<file path="config.mk">
export PLATFORM = sky130hd
export DESIGN_NAME = json_string_unescape_utf8
export DESIGN_NICKNAME = d
export VERILOG_FILES = /design/src/rtl/jsu_pkg.sv /design/src/rtl/json_string_unescape_utf8.sv /design/src/rtl/jsu_front.sv /design/src/rtl/jsu_queue.sv /design/src/rtl/jsu_back.sv
export SDC_FILE = /design/constraint.sdc
export NUM_CORES = 1
export LEC_CHECK = 0
export ABC_CLOCK_PERIOD_IN_PS = 5900
export BUFFER_PORTS_ARGS = -buffer_cell sky130_fd_sc_hd__buf_4
export CAP_MARGIN = 0
export CORE_ASPECT_RATIO = 0.7
export CORE_MARGIN = 5
export CORE_UTILIZATION = 23
export DETAILED_ROUTE_END_ITERATION = 7
export PLACE_DENSITY = 0.38
export SLEW_MARGIN = 25
export SYNTH_ARGS = -nofsm -noshare
export SYNTH_HDL_FRONTEND = slang
export SYNTH_SLANG_ARGS = --single-unit
</file>
<file path="constraint.sdc">
create_clock -name clk_i -period 5.9 [get_ports clk_i]
set_clock_uncertainty 0.1 [all_clocks]
set_input_delay 0 -clock clk_i [delete_from_list [all_inputs] [get_ports clk_i]]
set_output_delay 0 -clock clk_i [all_outputs]
set_load 0.01 [all_outputs]
</file>
<file path="src/rtl/jsu_pkg.sv">
// ----------------------------------------------------------------------------
// JSON string unescaper package
// Word types, scan phases, byte constants and UTF-8 helpers shared by the
// front decoder, the burst queue and the output serializer.
// ----------------------------------------------------------------------------
package jsu_pkg;

  // Input word: one raw byte of a string body, or end of data.
  typedef struct packed {
    logic [7:0] in_byte;
    logic       end_of_data;
  } in_t;

  // Output word: one unescaped byte, or the final status word.
  typedef struct packed {
    logic [7:0] out_byte;
    logic       has_byte;
    logic       last;
    logic [1:0] status;
  } out_t;

  localparam logic [1:0] StatusOk         = 2'd0;
  localparam logic [1:0] StatusInvalid    = 2'd1;
  localparam logic [1:0] StatusIncomplete = 2'd2;

  typedef enum logic [2:0] {
    PhPlain  = 3'd0,
    PhEsc    = 3'd1,
    PhHex    = 3'd2,
    PhHigh   = 3'd3,
    PhHighBs = 3'd4,
    PhLowHex = 3'd5
  } phase_e;

  // What one accepted byte produces.
  typedef enum logic [2:0] {
    EmNone,
    EmPlain,
    EmEsc,
    EmBmp,
    EmPair,
    EmTerm
  } emit_e;

  // Up to four data bytes, or one terminating status word.
  typedef struct packed {
    logic            term;
    logic [1:0]      status;
    logic [2:0]      count;
    logic [3:0][7:0] bytes;
  } burst_t;

  typedef struct packed {
    logic empty;
    logic full;
  } qstat_t;

  localparam logic [7:0] ChQuote = 8'h22;
  localparam logic [7:0] ChBslash = 8'h5C;
  localparam logic [7:0] ChSlash = 8'h2F;
  localparam logic [7:0] ChLowB = 8'h62;
  localparam logic [7:0] ChLowF = 8'h66;
  localparam logic [7:0] ChLowN = 8'h6E;
  localparam logic [7:0] ChLowR = 8'h72;
  localparam logic [7:0] ChLowT = 8'h74;
  localparam logic [7:0] ChLowU = 8'h75;
  localparam logic [7:0] ChSpace = 8'h20;
  localparam logic [7:0] CtlBs = 8'h08;
  localparam logic [7:0] CtlFf = 8'h0C;
  localparam logic [7:0] CtlLf = 8'h0A;
  localparam logic [7:0] CtlCr = 8'h0D;
  localparam logic [7:0] CtlTab = 8'h09;

  localparam logic [15:0] HighFirst = 16'hD800;
  localparam logic [15:0] HighLast = 16'hDBFF;
  localparam logic [15:0] LowFirst = 16'hDC00;
  localparam logic [15:0] LowLast = 16'hDFFF;
  localparam logic [20:0] SuppBase = 21'h10000;
  localparam logic [20:0] Lim1 = 21'h80;
  localparam logic [20:0] Lim2 = 21'h800;
  localparam logic [7:0] Lead2 = 8'hC0;
  localparam logic [7:0] Lead3 = 8'hE0;
  localparam logic [7:0] Lead4 = 8'hF0;
  localparam logic [7:0] ContMark = 8'h80;
  localparam logic [7:0] ContMask = 8'h3F;

  // Returns {valid, value} for one ASCII hex digit.
  function automatic logic [4:0] hex_value(input logic [7:0] b);
    logic [4:0] r;
    r = 5'd0;
    if (b >= 8'h30 && b <= 8'h39) begin
      r = {1'b1, 4'(b - 8'h30)};
    end else if (b >= 8'h61 && b <= 8'h66) begin
      r = {1'b1, 4'(b - 8'h57)};
    end else if (b >= 8'h41 && b <= 8'h46) begin
      r = {1'b1, 4'(b - 8'h37)};
    end
    return r;
  endfunction

  function automatic burst_t utf8_encode(input logic [20:0] cp);
    burst_t r;
    r = '0;
    if (cp < Lim1) begin
      r.count    = 3'd1;
      r.bytes[0] = cp[7:0];
    end else if (cp < Lim2) begin
      r.count    = 3'd2;
      r.bytes[0] = Lead2 | {3'b000, cp[10:6]};
      r.bytes[1] = ContMark | ({2'b00, cp[5:0]} & ContMask);
    end else if (cp < SuppBase) begin
      r.count    = 3'd3;
      r.bytes[0] = Lead3 | {4'h0, cp[15:12]};
      r.bytes[1] = ContMark | ({2'b00, cp[11:6]} & ContMask);
      r.bytes[2] = ContMark | ({2'b00, cp[5:0]} & ContMask);
    end else begin
      r.count    = 3'd4;
      r.bytes[0] = Lead4 | {5'h00, cp[20:18]};
      r.bytes[1] = ContMark | ({2'b00, cp[17:12]} & ContMask);
      r.bytes[2] = ContMark | ({2'b00, cp[11:6]} & ContMask);
      r.bytes[3] = ContMark | ({2'b00, cp[5:0]} & ContMask);
    end
    return r;
  endfunction

endpackage

</file>
<file path="src/rtl/json_string_unescape_utf8.sv">
// ----------------------------------------------------------------------------
// JSON string unescaper, top level
// Unescapes the body of one JSON string into UTF-8 bytes with a final status.
// ----------------------------------------------------------------------------
// The block accepts one raw string byte per cycle whenever its burst queue
// has room, and each byte is decoded in the cycle it is accepted. A byte
// yields no word, one data word, a burst of one to four UTF-8 bytes for a
// \u escape, or the final word with last set and the status. Words leave
// one per cycle while the receiver is ready, from a registered output; the
// queue of QueueDepth bursts absorbs multi-byte bursts so that input keeps
// flowing at one byte per cycle unless escapes arrive faster than the
// output drains. An accepted byte's first word is written into the queue
// and then loaded into the output register.
module json_string_unescape_utf8 #(
  parameter int QueueDepth = 4
) (
  input  logic          clk_i,
  input  logic          rst_ni,
  input  logic          in_valid_i,
  output logic          in_ready_o,
  input  jsu_pkg::in_t  in_data_i,
  output logic          out_valid_o,
  input  logic          out_ready_i,
  output jsu_pkg::out_t out_data_o
);

  jsu_pkg::qstat_t q_stat;
  jsu_pkg::burst_t push_data;
  jsu_pkg::burst_t head;
  logic            push;
  logic            pop;

  jsu_front u_front (
    .clk_i      (clk_i),
    .rst_ni     (rst_ni),
    .in_valid_i (in_valid_i),
    .in_ready_o (in_ready_o),
    .in_data_i  (in_data_i),
    .q_stat_i   (q_stat),
    .push_o     (push),
    .burst_o    (push_data)
  );

  jsu_queue #(
    .Depth (QueueDepth)
  ) u_queue (
    .clk_i       (clk_i),
    .rst_ni      (rst_ni),
    .push_i      (push),
    .push_data_i (push_data),
    .pop_i       (pop),
    .head_o      (head),
    .stat_o      (q_stat)
  );

  jsu_back u_back (
    .clk_i       (clk_i),
    .rst_ni      (rst_ni),
    .head_i      (head),
    .q_stat_i    (q_stat),
    .pop_o       (pop),
    .out_valid_o (out_valid_o),
    .out_ready_i (out_ready_i),
    .out_data_o  (out_data_o)
  );

endmodule

</file>
<file path="src/rtl/jsu_front.sv">
// ----------------------------------------------------------------------------
// JSON string unescaper front end
// Takes one raw byte per cycle while the queue is not full, tracks the escape
// and surrogate state and turns each byte into at most one burst for the queue.
// ----------------------------------------------------------------------------
module jsu_front (
  input  logic           clk_i,
  input  logic           rst_ni,
  input  logic           in_valid_i,
  output logic           in_ready_o,
  input  jsu_pkg::in_t   in_data_i,
  input  jsu_pkg::qstat_t q_stat_i,
  output logic           push_o,
  output jsu_pkg::burst_t burst_o
);

  jsu_pkg::phase_e phase_q, phase_d;
  logic [1:0]  cnt_q, cnt_d;
  logic [15:0] cu_q, cu_d;
  logic [9:0]  hs_q, hs_d;
  logic        err_q, err_d;

  logic        accept;
  logic [7:0]  b;
  logic        eod;
  logic [4:0]  hexv;
  logic [15:0] cu_n;
  logic        last_digit;
  logic        hi_rng;
  logic        lo_rng;
  logic        is_bs;
  logic        act_plain;
  logic        err_set;
  logic        err_v;
  jsu_pkg::emit_e emit;
  logic [20:0] pair_cp;

  assign in_ready_o = ~q_stat_i.full;
  assign accept     = in_valid_i & in_ready_o;
  assign b          = in_data_i.in_byte;
  assign eod        = in_data_i.end_of_data;
  assign hexv       = jsu_pkg::hex_value(b);
  assign cu_n       = {cu_q[11:0], hexv[3:0]};
  assign last_digit = (cnt_q == 2'd3);
  assign hi_rng     = (cu_n >= jsu_pkg::HighFirst) && (cu_n <= jsu_pkg::HighLast);
  assign lo_rng     = (cu_n >= jsu_pkg::LowFirst) && (cu_n <= jsu_pkg::LowLast);
  assign is_bs      = (b == jsu_pkg::ChBslash);
  assign pair_cp    = jsu_pkg::SuppBase + {1'b0, hs_q, cu_n[9:0]};
  assign err_v      = err_q | err_set;

  // Classify the byte against the current phase.
  always_comb begin
    err_set   = 1'b0;
    act_plain = 1'b0;
    emit      = jsu_pkg::EmNone;
    if (!eod) begin
      unique case (phase_q) inside
        jsu_pkg::PhEsc: begin
          if (!err_q) begin
            case (b) inside
              jsu_pkg::ChQuote, jsu_pkg::ChBslash, jsu_pkg::ChSlash, jsu_pkg::ChLowB,
              jsu_pkg::ChLowF, jsu_pkg::ChLowN, jsu_pkg::ChLowR,
              jsu_pkg::ChLowT: emit = jsu_pkg::EmEsc;
              jsu_pkg::ChLowU: emit = jsu_pkg::EmNone;
              default:         err_set = 1'b1;
            endcase
          end
        end
        jsu_pkg::PhHex, jsu_pkg::PhLowHex: begin
          if (!hexv[4]) begin
            err_set   = 1'b1;
            act_plain = 1'b1;
          end else if (last_digit) begin
            if (phase_q == jsu_pkg::PhHex) begin
              if (lo_rng) begin
                err_set = 1'b1;
              end else if (!hi_rng) begin
                emit = jsu_pkg::EmBmp;
              end
            end else if (lo_rng) begin
              emit = jsu_pkg::EmPair;
            end else begin
              err_set = 1'b1;
            end
          end
        end
        jsu_pkg::PhHigh: begin
          if (!is_bs) begin
            err_set   = 1'b1;
            act_plain = 1'b1;
          end
        end
        jsu_pkg::PhHighBs: begin
          if (b != jsu_pkg::ChLowU) begin
            err_set = 1'b1;
          end
        end
        default: act_plain = 1'b1;
      endcase
      if (act_plain) begin
        if (b == jsu_pkg::ChQuote) begin
          emit = jsu_pkg::EmTerm;
        end else if (is_bs) begin
          emit = jsu_pkg::EmNone;
        end else if (b < jsu_pkg::ChSpace) begin
          err_set = 1'b1;
        end else begin
          emit = jsu_pkg::EmPlain;
        end
      end
    end
  end

  // Next state.
  always_comb begin
    phase_d = phase_q;
    cnt_d   = cnt_q;
    cu_d    = cu_q;
    hs_d    = hs_q;
    err_d   = err_v;
    if (eod || emit == jsu_pkg::EmTerm) begin
      phase_d = jsu_pkg::PhPlain;
      cnt_d   = '0;
      cu_d    = '0;
      hs_d    = '0;
      err_d   = 1'b0;
    end else begin
      unique case (phase_q) inside
        jsu_pkg::PhEsc: begin
          phase_d = jsu_pkg::PhPlain;
          if (!err_q && b == jsu_pkg::ChLowU) begin
            phase_d = jsu_pkg::PhHex;
            cnt_d   = '0;
            cu_d    = '0;
          end
        end
        jsu_pkg::PhHex, jsu_pkg::PhLowHex: begin
          if (!hexv[4]) begin
            phase_d = is_bs ? jsu_pkg::PhEsc : jsu_pkg::PhPlain;
          end else if (!last_digit) begin
            cu_d  = cu_n;
            cnt_d = cnt_q + 2'd1;
          end else begin
            cnt_d   = '0;
            cu_d    = '0;
            phase_d = jsu_pkg::PhPlain;
            if (phase_q == jsu_pkg::PhHex) begin
              if (hi_rng) begin
                hs_d    = cu_n[9:0];
                phase_d = jsu_pkg::PhHigh;
              end
            end else begin
              hs_d = '0;
            end
          end
        end
        jsu_pkg::PhHigh: begin
          if (is_bs) begin
            phase_d = jsu_pkg::PhHighBs;
          end else begin
            hs_d    = '0;
            phase_d = jsu_pkg::PhPlain;
          end
        end
        jsu_pkg::PhHighBs: begin
          if (b == jsu_pkg::ChLowU) begin
            phase_d = jsu_pkg::PhLowHex;
            cnt_d   = '0;
            cu_d    = '0;
          end else begin
            hs_d    = '0;
            phase_d = jsu_pkg::PhPlain;
          end
        end
        default: phase_d = is_bs ? jsu_pkg::PhEsc : jsu_pkg::PhPlain;
      endcase
    end
  end

  // Burst for the queue.
  always_comb begin
    burst_o = '0;
    if (eod) begin
      burst_o.term   = 1'b1;
      burst_o.status = jsu_pkg::StatusIncomplete;
    end else begin
      case (emit)
        jsu_pkg::EmTerm: begin
          burst_o.term   = 1'b1;
          burst_o.status = err_v ? jsu_pkg::StatusInvalid : jsu_pkg::StatusOk;
        end
        jsu_pkg::EmPlain: begin
          burst_o.count    = 3'd1;
          burst_o.bytes[0] = b;
        end
        jsu_pkg::EmEsc: begin
          burst_o.count = 3'd1;
          case (b)
            jsu_pkg::ChLowB: burst_o.bytes[0] = jsu_pkg::CtlBs;
            jsu_pkg::ChLowF: burst_o.bytes[0] = jsu_pkg::CtlFf;
            jsu_pkg::ChLowN: burst_o.bytes[0] = jsu_pkg::CtlLf;
            jsu_pkg::ChLowR: burst_o.bytes[0] = jsu_pkg::CtlCr;
            jsu_pkg::ChLowT: burst_o.bytes[0] = jsu_pkg::CtlTab;
            default:         burst_o.bytes[0] = b;
          endcase
        end
        jsu_pkg::EmBmp:  burst_o = jsu_pkg::utf8_encode({5'd0, cu_n});
        jsu_pkg::EmPair: burst_o = jsu_pkg::utf8_encode(pair_cp);
        default:         burst_o = '0;
      endcase
      // After an error no data bytes go out.
      if (err_v && !burst_o.term) begin
        burst_o.count = '0;
      end
    end
    push_o = accept & (burst_o.term | (burst_o.count != 3'd0));
  end

  always_ff @(posedge clk_i or negedge rst_ni) begin
    if (!rst_ni) begin
      phase_q <= jsu_pkg::PhPlain;
      cnt_q   <= '0;
      cu_q    <= '0;
      hs_q    <= '0;
      err_q   <= 1'b0;
    end else if (accept) begin
      phase_q <= phase_d;
      cnt_q   <= cnt_d;
      cu_q    <= cu_d;
      hs_q    <= hs_d;
      err_q   <= err_d;
    end
  end

endmodule

</file>
<file path="src/rtl/jsu_queue.sv">
// ----------------------------------------------------------------------------
// JSON string unescaper burst queue
// Small first-in first-out buffer of bursts between the front end and the
// output serializer.
// ----------------------------------------------------------------------------
module jsu_queue #(
  parameter int Depth = 4
) (
  input  logic            clk_i,
  input  logic            rst_ni,
  input  logic            push_i,
  input  jsu_pkg::burst_t push_data_i,
  input  logic            pop_i,
  output jsu_pkg::burst_t head_o,
  output jsu_pkg::qstat_t stat_o
);

  localparam int PtrW = (Depth > 1) ? $clog2(Depth) : 1;
  localparam int CntW = $clog2(Depth + 1);
  localparam logic [PtrW-1:0] LastPtr = PtrW'(Depth - 1);
  localparam logic [CntW-1:0] FullCnt = CntW'(Depth);
  localparam logic [PtrW-1:0] PtrOne = PtrW'(1);
  localparam logic [CntW-1:0] CntOne = CntW'(1);

  jsu_pkg::burst_t mem_q [Depth];
  logic [PtrW-1:0] wr_q, wr_d;
  logic [PtrW-1:0] rd_q, rd_d;
  logic [CntW-1:0] cnt_q, cnt_d;

  assign stat_o.empty = (cnt_q == '0);
  assign stat_o.full  = (cnt_q == FullCnt);
  assign head_o       = mem_q[rd_q];

  always_comb begin
    wr_d  = wr_q;
    rd_d  = rd_q;
    cnt_d = cnt_q;
    if (push_i) begin
      wr_d = (wr_q == LastPtr) ? '0 : wr_q + PtrOne;
    end
    if (pop_i) begin
      rd_d = (rd_q == LastPtr) ? '0 : rd_q + PtrOne;
    end
    if (push_i && !pop_i) begin
      cnt_d = cnt_q + CntOne;
    end else if (!push_i && pop_i) begin
      cnt_d = cnt_q - CntOne;
    end
  end

  always_ff @(posedge clk_i or negedge rst_ni) begin
    if (!rst_ni) begin
      wr_q  <= '0;
      rd_q  <= '0;
      cnt_q <= '0;
    end else begin
      wr_q  <= wr_d;
      rd_q  <= rd_d;
      cnt_q <= cnt_d;
    end
  end

  always_ff @(posedge clk_i) begin
    if (push_i) begin
      mem_q[wr_q] <= push_data_i;
    end
  end

endmodule

</file>
<file path="src/rtl/jsu_back.sv">
// ----------------------------------------------------------------------------
// JSON string unescaper output serializer
// Pops bursts from the queue and sends them out one word per cycle, while the
// receiver is ready, through a registered output stage.
// ----------------------------------------------------------------------------
module jsu_back (
  input  logic            clk_i,
  input  logic            rst_ni,
  input  jsu_pkg::burst_t head_i,
  input  jsu_pkg::qstat_t q_stat_i,
  output logic            pop_o,
  output logic            out_valid_o,
  input  logic            out_ready_i,
  output jsu_pkg::out_t   out_data_o
);

  logic            out_valid_q, out_valid_d;
  jsu_pkg::out_t   out_q, out_d;
  jsu_pkg::burst_t cur_q, cur_d;
  logic [1:0]      idx_q, idx_d;
  logic            busy_q, busy_d;
  logic            load;

  assign load        = ~out_valid_q | out_ready_i;
  assign out_valid_o = out_valid_q;
  assign out_data_o  = out_q;

  always_comb begin
    out_valid_d = out_valid_q;
    out_d       = out_q;
    cur_d       = cur_q;
    idx_d       = idx_q;
    busy_d      = busy_q;
    pop_o       = 1'b0;
    if (load) begin
      if (busy_q) begin
        // Continue a multi-byte burst held locally.
        out_valid_d       = 1'b1;
        out_d.out_byte    = cur_q.bytes[idx_q];
        out_d.has_byte    = 1'b1;
        out_d.last        = 1'b0;
        out_d.status      = jsu_pkg::StatusOk;
        idx_d             = idx_q + 2'd1;
        busy_d            = ((3'(idx_q) + 3'd1) != cur_q.count);
      end else if (!q_stat_i.empty) begin
        pop_o       = 1'b1;
        out_valid_d = 1'b1;
        if (head_i.term) begin
          out_d.out_byte = '0;
          out_d.has_byte = 1'b0;
          out_d.last     = 1'b1;
          out_d.status   = head_i.status;
        end else begin
          out_d.out_byte = head_i.bytes[0];
          out_d.has_byte = 1'b1;
          out_d.last     = 1'b0;
          out_d.status   = jsu_pkg::StatusOk;
          if (head_i.count > 3'd1) begin
            cur_d  = head_i;
            idx_d  = 2'd1;
            busy_d = 1'b1;
          end
        end
      end else begin
        out_valid_d = 1'b0;
      end
    end
  end

  always_ff @(posedge clk_i or negedge rst_ni) begin
    if (!rst_ni) begin
      out_valid_q <= 1'b0;
      busy_q      <= 1'b0;
      idx_q       <= '0;
    end else begin
      out_valid_q <= out_valid_d;
      busy_q      <= busy_d;
      idx_q       <= idx_d;
    end
  end

  always_ff @(posedge clk_i) begin
    out_q <= out_d;
    cur_q <= cur_d;
  end

endmodule

</file>
==> results.yml, run 1 <==
layout:
  final_area_um2: 12000
  area_delta_synth_final_pct: 17.3
  diodes: 0
  stdcell_count: 1366
  seqCellArea_um2: 6500
  num-fill-cells: 4480
  drive_gt1_frac: 0.185
  multiInputGateArea_um2: 3490
  nets: 785
logic_synthesis:
  synth-seq-area-share: 0.637
  synth.top_cells.by_count: "edfxtp_1, nand2_1, nor2_1"
  yosys.cell_types.count: 76
  syn_nets: 749
  synth_area_leaders: "edfxtp_1, dfrtp_1, mux4_2"
  yosys_warnings: 0
  synth_area_um2: 10200
  yosysTopAreaCell: "edfxtp_1"
  synth_ff_type: "edfxtp_1"
  yosysMostFrequentCell: "edfxtp_1"
  async_flop_share: 0.175
  yosys_register_bits: 223
  syn_inst: 721
  syn_avg_cell_area_um2: 14.2
  synth_edf_count: 184
  synth_top_area_frac: 0.541
global_routing:
  grt_pass1_wl_um: 41700
  met1_usage: 0.182
  grt_max_degree: 40
  use_met2: 0.162
  track_usage: 0.113
  globalRouteOverflowTotal: 0
  antenna_found_initial: 1
  use_met3: 0.0181
  grt_busiest_layer: "met1"
  grt_pass1_vias: 6143
route:
  firstDrtPassIters: 5
  detail-route-antenna-nets: 0
  post_drt_wl_per_cell_um: 20.2
  vias: 6236
  avgViaCountPerCell: 4.57
  drc: 0
  wirelength_um: 27600
  drt_iter0_drc: 536
floorplanning:
  ios: 27
  die_area_um2: 48800
  die_x_um: 262
  design.core.area_um2: 43800
  rows: 64
  dieHeight_um: 186
  initial_core_util: 0.233
worst_setup_path:
  ff2ff_setup_slack_ps: 1970
  cp_slowest_cell: "dlygate4sd3_1"
  cp_max_fo: 11
  start_kind: "primary input"
  cp.required_ps: 6240
  arrival_ps: 4330
  cp-end-kind: "flop"
  r2r-start: "u_front.phase_q[0]"
  r2r_cells: 13
  critical_path.cell_chain: "dlygate4sd3_1, buf_4, inv_1, ha_1, o21bai_1, a2111oi_4, a21o_1, a2111o_1, and2_1, o211ai_2, a21oi_4, ha_1, inv_1, fa_1, xor2_1, nor2_1, xor2_1"
  reg2reg_to: "u_queue.cnt_q[2]"
  slowest_delay_ps: 530
  crit_type: "in2reg"
timing:
  max_freq_mhz: 251
  finalMaxSlewViolations: 0
  hold_viol: 0
  max-slew-margin-rel: 0.373
  rsz0062_at_grt: "false"
  worst_slew_pin_slew_ps: 940
  timing.final.crit_share: 0.677
  tns_ps: 0
  finalSetupViolCount: 0
  period_minus_slack_ps: 3990
clocking:
  numCtsBuffers: 24
  cts_root_buffer: "clkbuf_16"
  clkTransAtPathRegs_ps: 60
  cts_htree_levels: 1
  clock_latency_ps: 530
  cts_buffer_depth: 3
  post-cts-setup-buffers: 0
  cts_sinks: 223
  cts_tree: "yes"
min_path:
  hold_depth: 3
  hp-start: "in_data_i[7]"
  worstHoldPathType: "in2reg"
  worst_hold_path.endpoint: "u_queue.mem_q[3][6]"
power:
  power.density_nw_per_um2: 397
  ir_worst_vdd_v: 0.000192
  power_leakage_nw: 4.06
  finalPower_w: 0.00475
placement:
  placed_cell_area_um2: 11100
  place.gp.congestion: 0.795
  portBuffers: 26
  dp.cells: 1311
  place_hpwl_um: 18600
run_status:
  outcome: "completed"
run:
  cap_violations: 0
==> power by group <==
part	switching [W]	leakage, nW	internal, W
combinational	0.000596	1.48	0.000491
clock	0.000622	0.351	0.000834
sequential	0.000170	2.22	0.00204
total	0.00139	4.06	0.00337
==> metrics by stage <==
step | hold slack [ps] | util | setup WS (ps)
floorplan | -396 | - | 2180
global placement | -50.4 | 0.252 | 1900
detailed placement | -53.4 | 0.252 | 1830
CTS | 12.2 | 0.273 | 1840
global route | 39.0 | 0.273 | 1560
finish | 2.79 | 0.273 | 1910
==> routing by layer <==
| metal | up-vias | routed length [µm] |
|---|---|---|
| li1 | 2882 | - |
| met1 | 3195 | 14500 |
| met2 | 125 | 11400 |
| met3 | 34 | 1210 |
| met4 | 0 | 451 |
| met5 | - | 0 |
==> final cells by class <==
cell class / instances / area share
sequential: 223 / 0.543
multi-input combinational: 442 / 0.292
tap: 594 / 0.0621
clock buffer: 27 / 0.0511
timing repair buffer: 47 / 0.0343
clock inverter: 14 / 0.0116
inverter: 19 / 0.00596
==> logic make-up (layout without fill, tap and decap cells) <==
logic type	count (synthesis)	after routing	share of synthesized area
AND/OR/NAND/NOR	213	213	0.108
XOR/XNOR	7	7	0.00601
adder cells (fa/ha/maj)	15	15	0.0191
multiplexers	52	52	0.102
buffers and inverters	56	107	0.0230
AO/OA/AOI/OAI	155	155	0.105
flip-flops	223	223	0.637
==> worst max path at each step <==
stage	from	endpoint	cells after the start	slack [ps]
finish	in_data_i[2]	u_queue.cnt_q[2]	17	1910
global route	in_data_i[1]	u_queue.cnt_q[2]	17	1560
CTS	in_data_i[2]	u_queue.mem_q[3][5]	12	1840
detailed placement	in_data_i[2]	u_queue.mem_q[1][18]	11	1830
floorplan	u_front.phase_q[2]	u_queue.mem_q[0][0]	10	2180
global placement	u_front.phase_q[0]	u_queue.mem_q[1][18]	8	1900
==> cells in the final DEF (no fill, tap or decap), drive strengths merged, types with 18 or more instances in the layout <==
cell type / count
dfrtp: 39
nor3: 21
edfxtp: 184
nand2: 58
nor2: 51
inv: 19
o21ai: 46
a21oi: 36
mux4: 41
nand3: 18
clkbuf: 27
buf: 36
==> critical path: cells and delay by family <==
family                   cells  cell delay, ps
AO/OA/AOI/OAI                6            1950
XOR/XNOR                     2             310
adder cells (fa/ha/maj)      3             870
buffers and inverters        4             840
AND/OR/NAND/NOR              2             350
==> registers in the layout, summed over array words and instances (netlist names), 2 cells and up <==
register and cells:
u_back.out_data_o 12, u_back.cur_q 32, u_front.hs_q 10, u_queue.mem_q 140, u_queue.cnt_q 3, u_front.phase_q 3
u_front.cnt_q 2, u_back.idx_q 2, u_queue.rd_q 2, u_queue.wr_q 2, u_front.cu_q 12
==> timing repair <==
item | CTS | global route
hold endpoints to repair | 79 | 0
gates resized for setup | 0 | 0
hold buffers | 12 | 0
Power figures use the tool's default switching activity.
==> run 2: changes to the inputs <==
ABC_CLOCK_PERIOD_IN_PS = 3300   (was 5900)
PLACE_DENSITY = 0.39   (was 0.38)
clock period = 3.3 ns   (was 5.9 ns; I/O delays follow)
==> run 2 against run 1 <==
Sequential power up 78%. Core utilization grew 1.5 points. Via count up 2.5%. Total power rose by 83%. Die area is the same. Global-route usage grew 0.21 points. Critical path type is now reg2reg. Largest cell class unchanged.
==> results.yml, run 2 (synthesis gave the netlist of run 1 again) <==
clocking:
  numCtsBuffers: 23
  cts_sinks: 223
  cts_htree_levels: 1
  clock_latency_ps: 530
  cts_root_buffer: "clkbuf_16"
  clkTransAtPathRegs_ps: 60
  cts_buffer_depth: 3
  cts_tree: "yes"
layout:
  reg_top3: "u_queue.mem_q (140), u_back.cur_q (32)"
  largest_reg_flops: 140
  final_cell_mix: "edfxtp_1, buf_4, nand2_1"
  area_delta_synth_final_pct: 23.7
  utilization: 0.288
  seqCellArea_um2: 6500
  nets: 854
  top_register: "u_queue.mem_q"
  final_common_cell: "edfxtp_1"
  multiInputGateArea_um2: 3520
  drive_gt1_frac: 0.268
  final_area_um2: 12600
  num-fill-cells: 4433
global_routing:
  grt_max_degree: 40
  track_usage: 0.115
  grt_pass1_wl_um: 42800
  grt_pass1_vias: 6519
  antenna_found_initial: 0
  globalRouteOverflowTotal: 0
route:
  wirelength_um: 28100
  drc: 0
  drt_iter0_drc: 420
  detail-route-antenna-nets: 0
  avgViaCountPerCell: 4.45
  vias: 6395
  firstDrtPassIters: 4
  post_drt_wl_per_cell_um: 19.5
worst_setup_path:
  cp.required_ps: 3610
  cp_max_fo: 3
  crit_type: "reg2reg"
  start_kind: "flop"
  cp-end-kind: "flop"
  arrival_ps: 3580
timing:
  period_minus_slack_ps: 3270
  max-slew-margin-rel: 0.425
  timing.final.crit_share: 0.991
  hold_viol: 0
  finalSetupViolCount: 0
  worst_slack_ps: 30.1
  finalMaxSlewViolations: 0
  rsz0062_at_grt: "true"
  worst_slew_pin_slew_ps: 862
  tns_ps: 0
  max_freq_mhz: 306
floorplanning:
  rows: 64
  design.core.area_um2: 43800
  dieHeight_um: 186
  die_area_um2: 48800
  ios: 27
  initial_core_util: 0.233
  die_x_um: 262
placement:
  place_hpwl_um: 19800
  placed_cell_area_um2: 11700
  pre_cts_slack_ps: 18.5
  portBuffers: 26
  place.gp.congestion: 0.816
power:
  power_leakage_nw: 4.46
  power.density_nw_per_um2: 688
  ir_worst_vdd_v: 0.000373
run:
  cap_violations: 0
run_status:
  outcome: "completed"
min_path:
  worstHoldPathType: "in2reg"
run 2: worst max-delay path, stage by stage (launching register included):
cell	delay, ps
dfrtp_1	380
or3b_1	490
ha_4	280
a311oi_2	220
o221ai_2	150
nor4_2	190
o211ai_2	180
a21oi_4	200
ha_2	210
inv_2	40
fa_2	320
xor2_1	160
nor2_1	70
xor2_1	150
run 2: layer usage:
metal | vias to the layer above | GRT usage | part of all wire
li1 | 3021 | - | -
met1 | 3241 | 0.187 | 0.54
met2 | 108 | 0.164 | 0.41
met3 | 25 | 0.0197 | 0.041
met4 | 0 | 0.0174 | 0.011
met5 | - | 0 | 0
run 2: layout make-up:
| class | instances | share of cell area |
|---|---|---|
| diodes | 1 | 0.000198 |
| clock buffers | 29 | 0.0497 |
| clock inverters | 13 | 0.0122 |
| inverters | 19 | 0.00565 |
| multi-input cells | 442 | 0.279 |
| flip-flops and latches | 223 | 0.515 |
| well taps | 594 | 0.0589 |
| repair buffers | 117 | 0.0796 |
run 2: repair_timing:
action | 4_1_cts | 5_1_grt
hold buffers | 10 | 0
setup endpoints to repair | 0 | 70
endpoints found under the hold margin | 67 | 0
buffers inserted | 0 | 2
resized for setup | 0 | 4
run 2: path summary, 6_finish.rpt:
| kind | start | end | slack, ps | cells after the start |
|---|---|---|---|---|
| setup / recovery | u_front.phase_q[0] | u_queue.cnt_q[2] | 30 | 13 |
| hold / removal | in_data_i[6] | u_queue.mem_q[2][5] | 40 | 2 |
| setup reg to reg | u_front.phase_q[0] | u_queue.cnt_q[2] | 30 | 13 |
| hold reg to reg | u_front.cnt_q[0] | u_front.cnt_q[0] | 400 | 1 |
| max in group asynchronous | rst_ni | u_front.hs_q[4] | 2430 | 4 |
| min in group asynchronous | rst_ni | u_back.busy_q | 420 | 4 |
run 2: per-stage QoR:
| step | std cells | power [W] | hold WS [ps] |
|---|---|---|---|
| 2_1_floorplan | 721 | 0.00521 | -396 |
| 3_3_place_gp | 1381 | 0.00609 | -55.9 |
| 3_5_place_dp | 1382 | 0.00609 | -52.5 |
| 4_1_cts | 1434 | 0.00884 | 25.7 |
| 5_1_grt | 1437 | 0.00917 | 38.9 |
| 6_report | 1438 | 0.00869 | 35.6 |
run 2: power by group:
group	switching [W]	total (W)	internal, W
combinational	0.00109	0.00207	0.000977
clock	0.00110	0.00269	0.00159
sequential	0.000283	0.00393	0.00365
total	0.00247	0.00869	0.00622
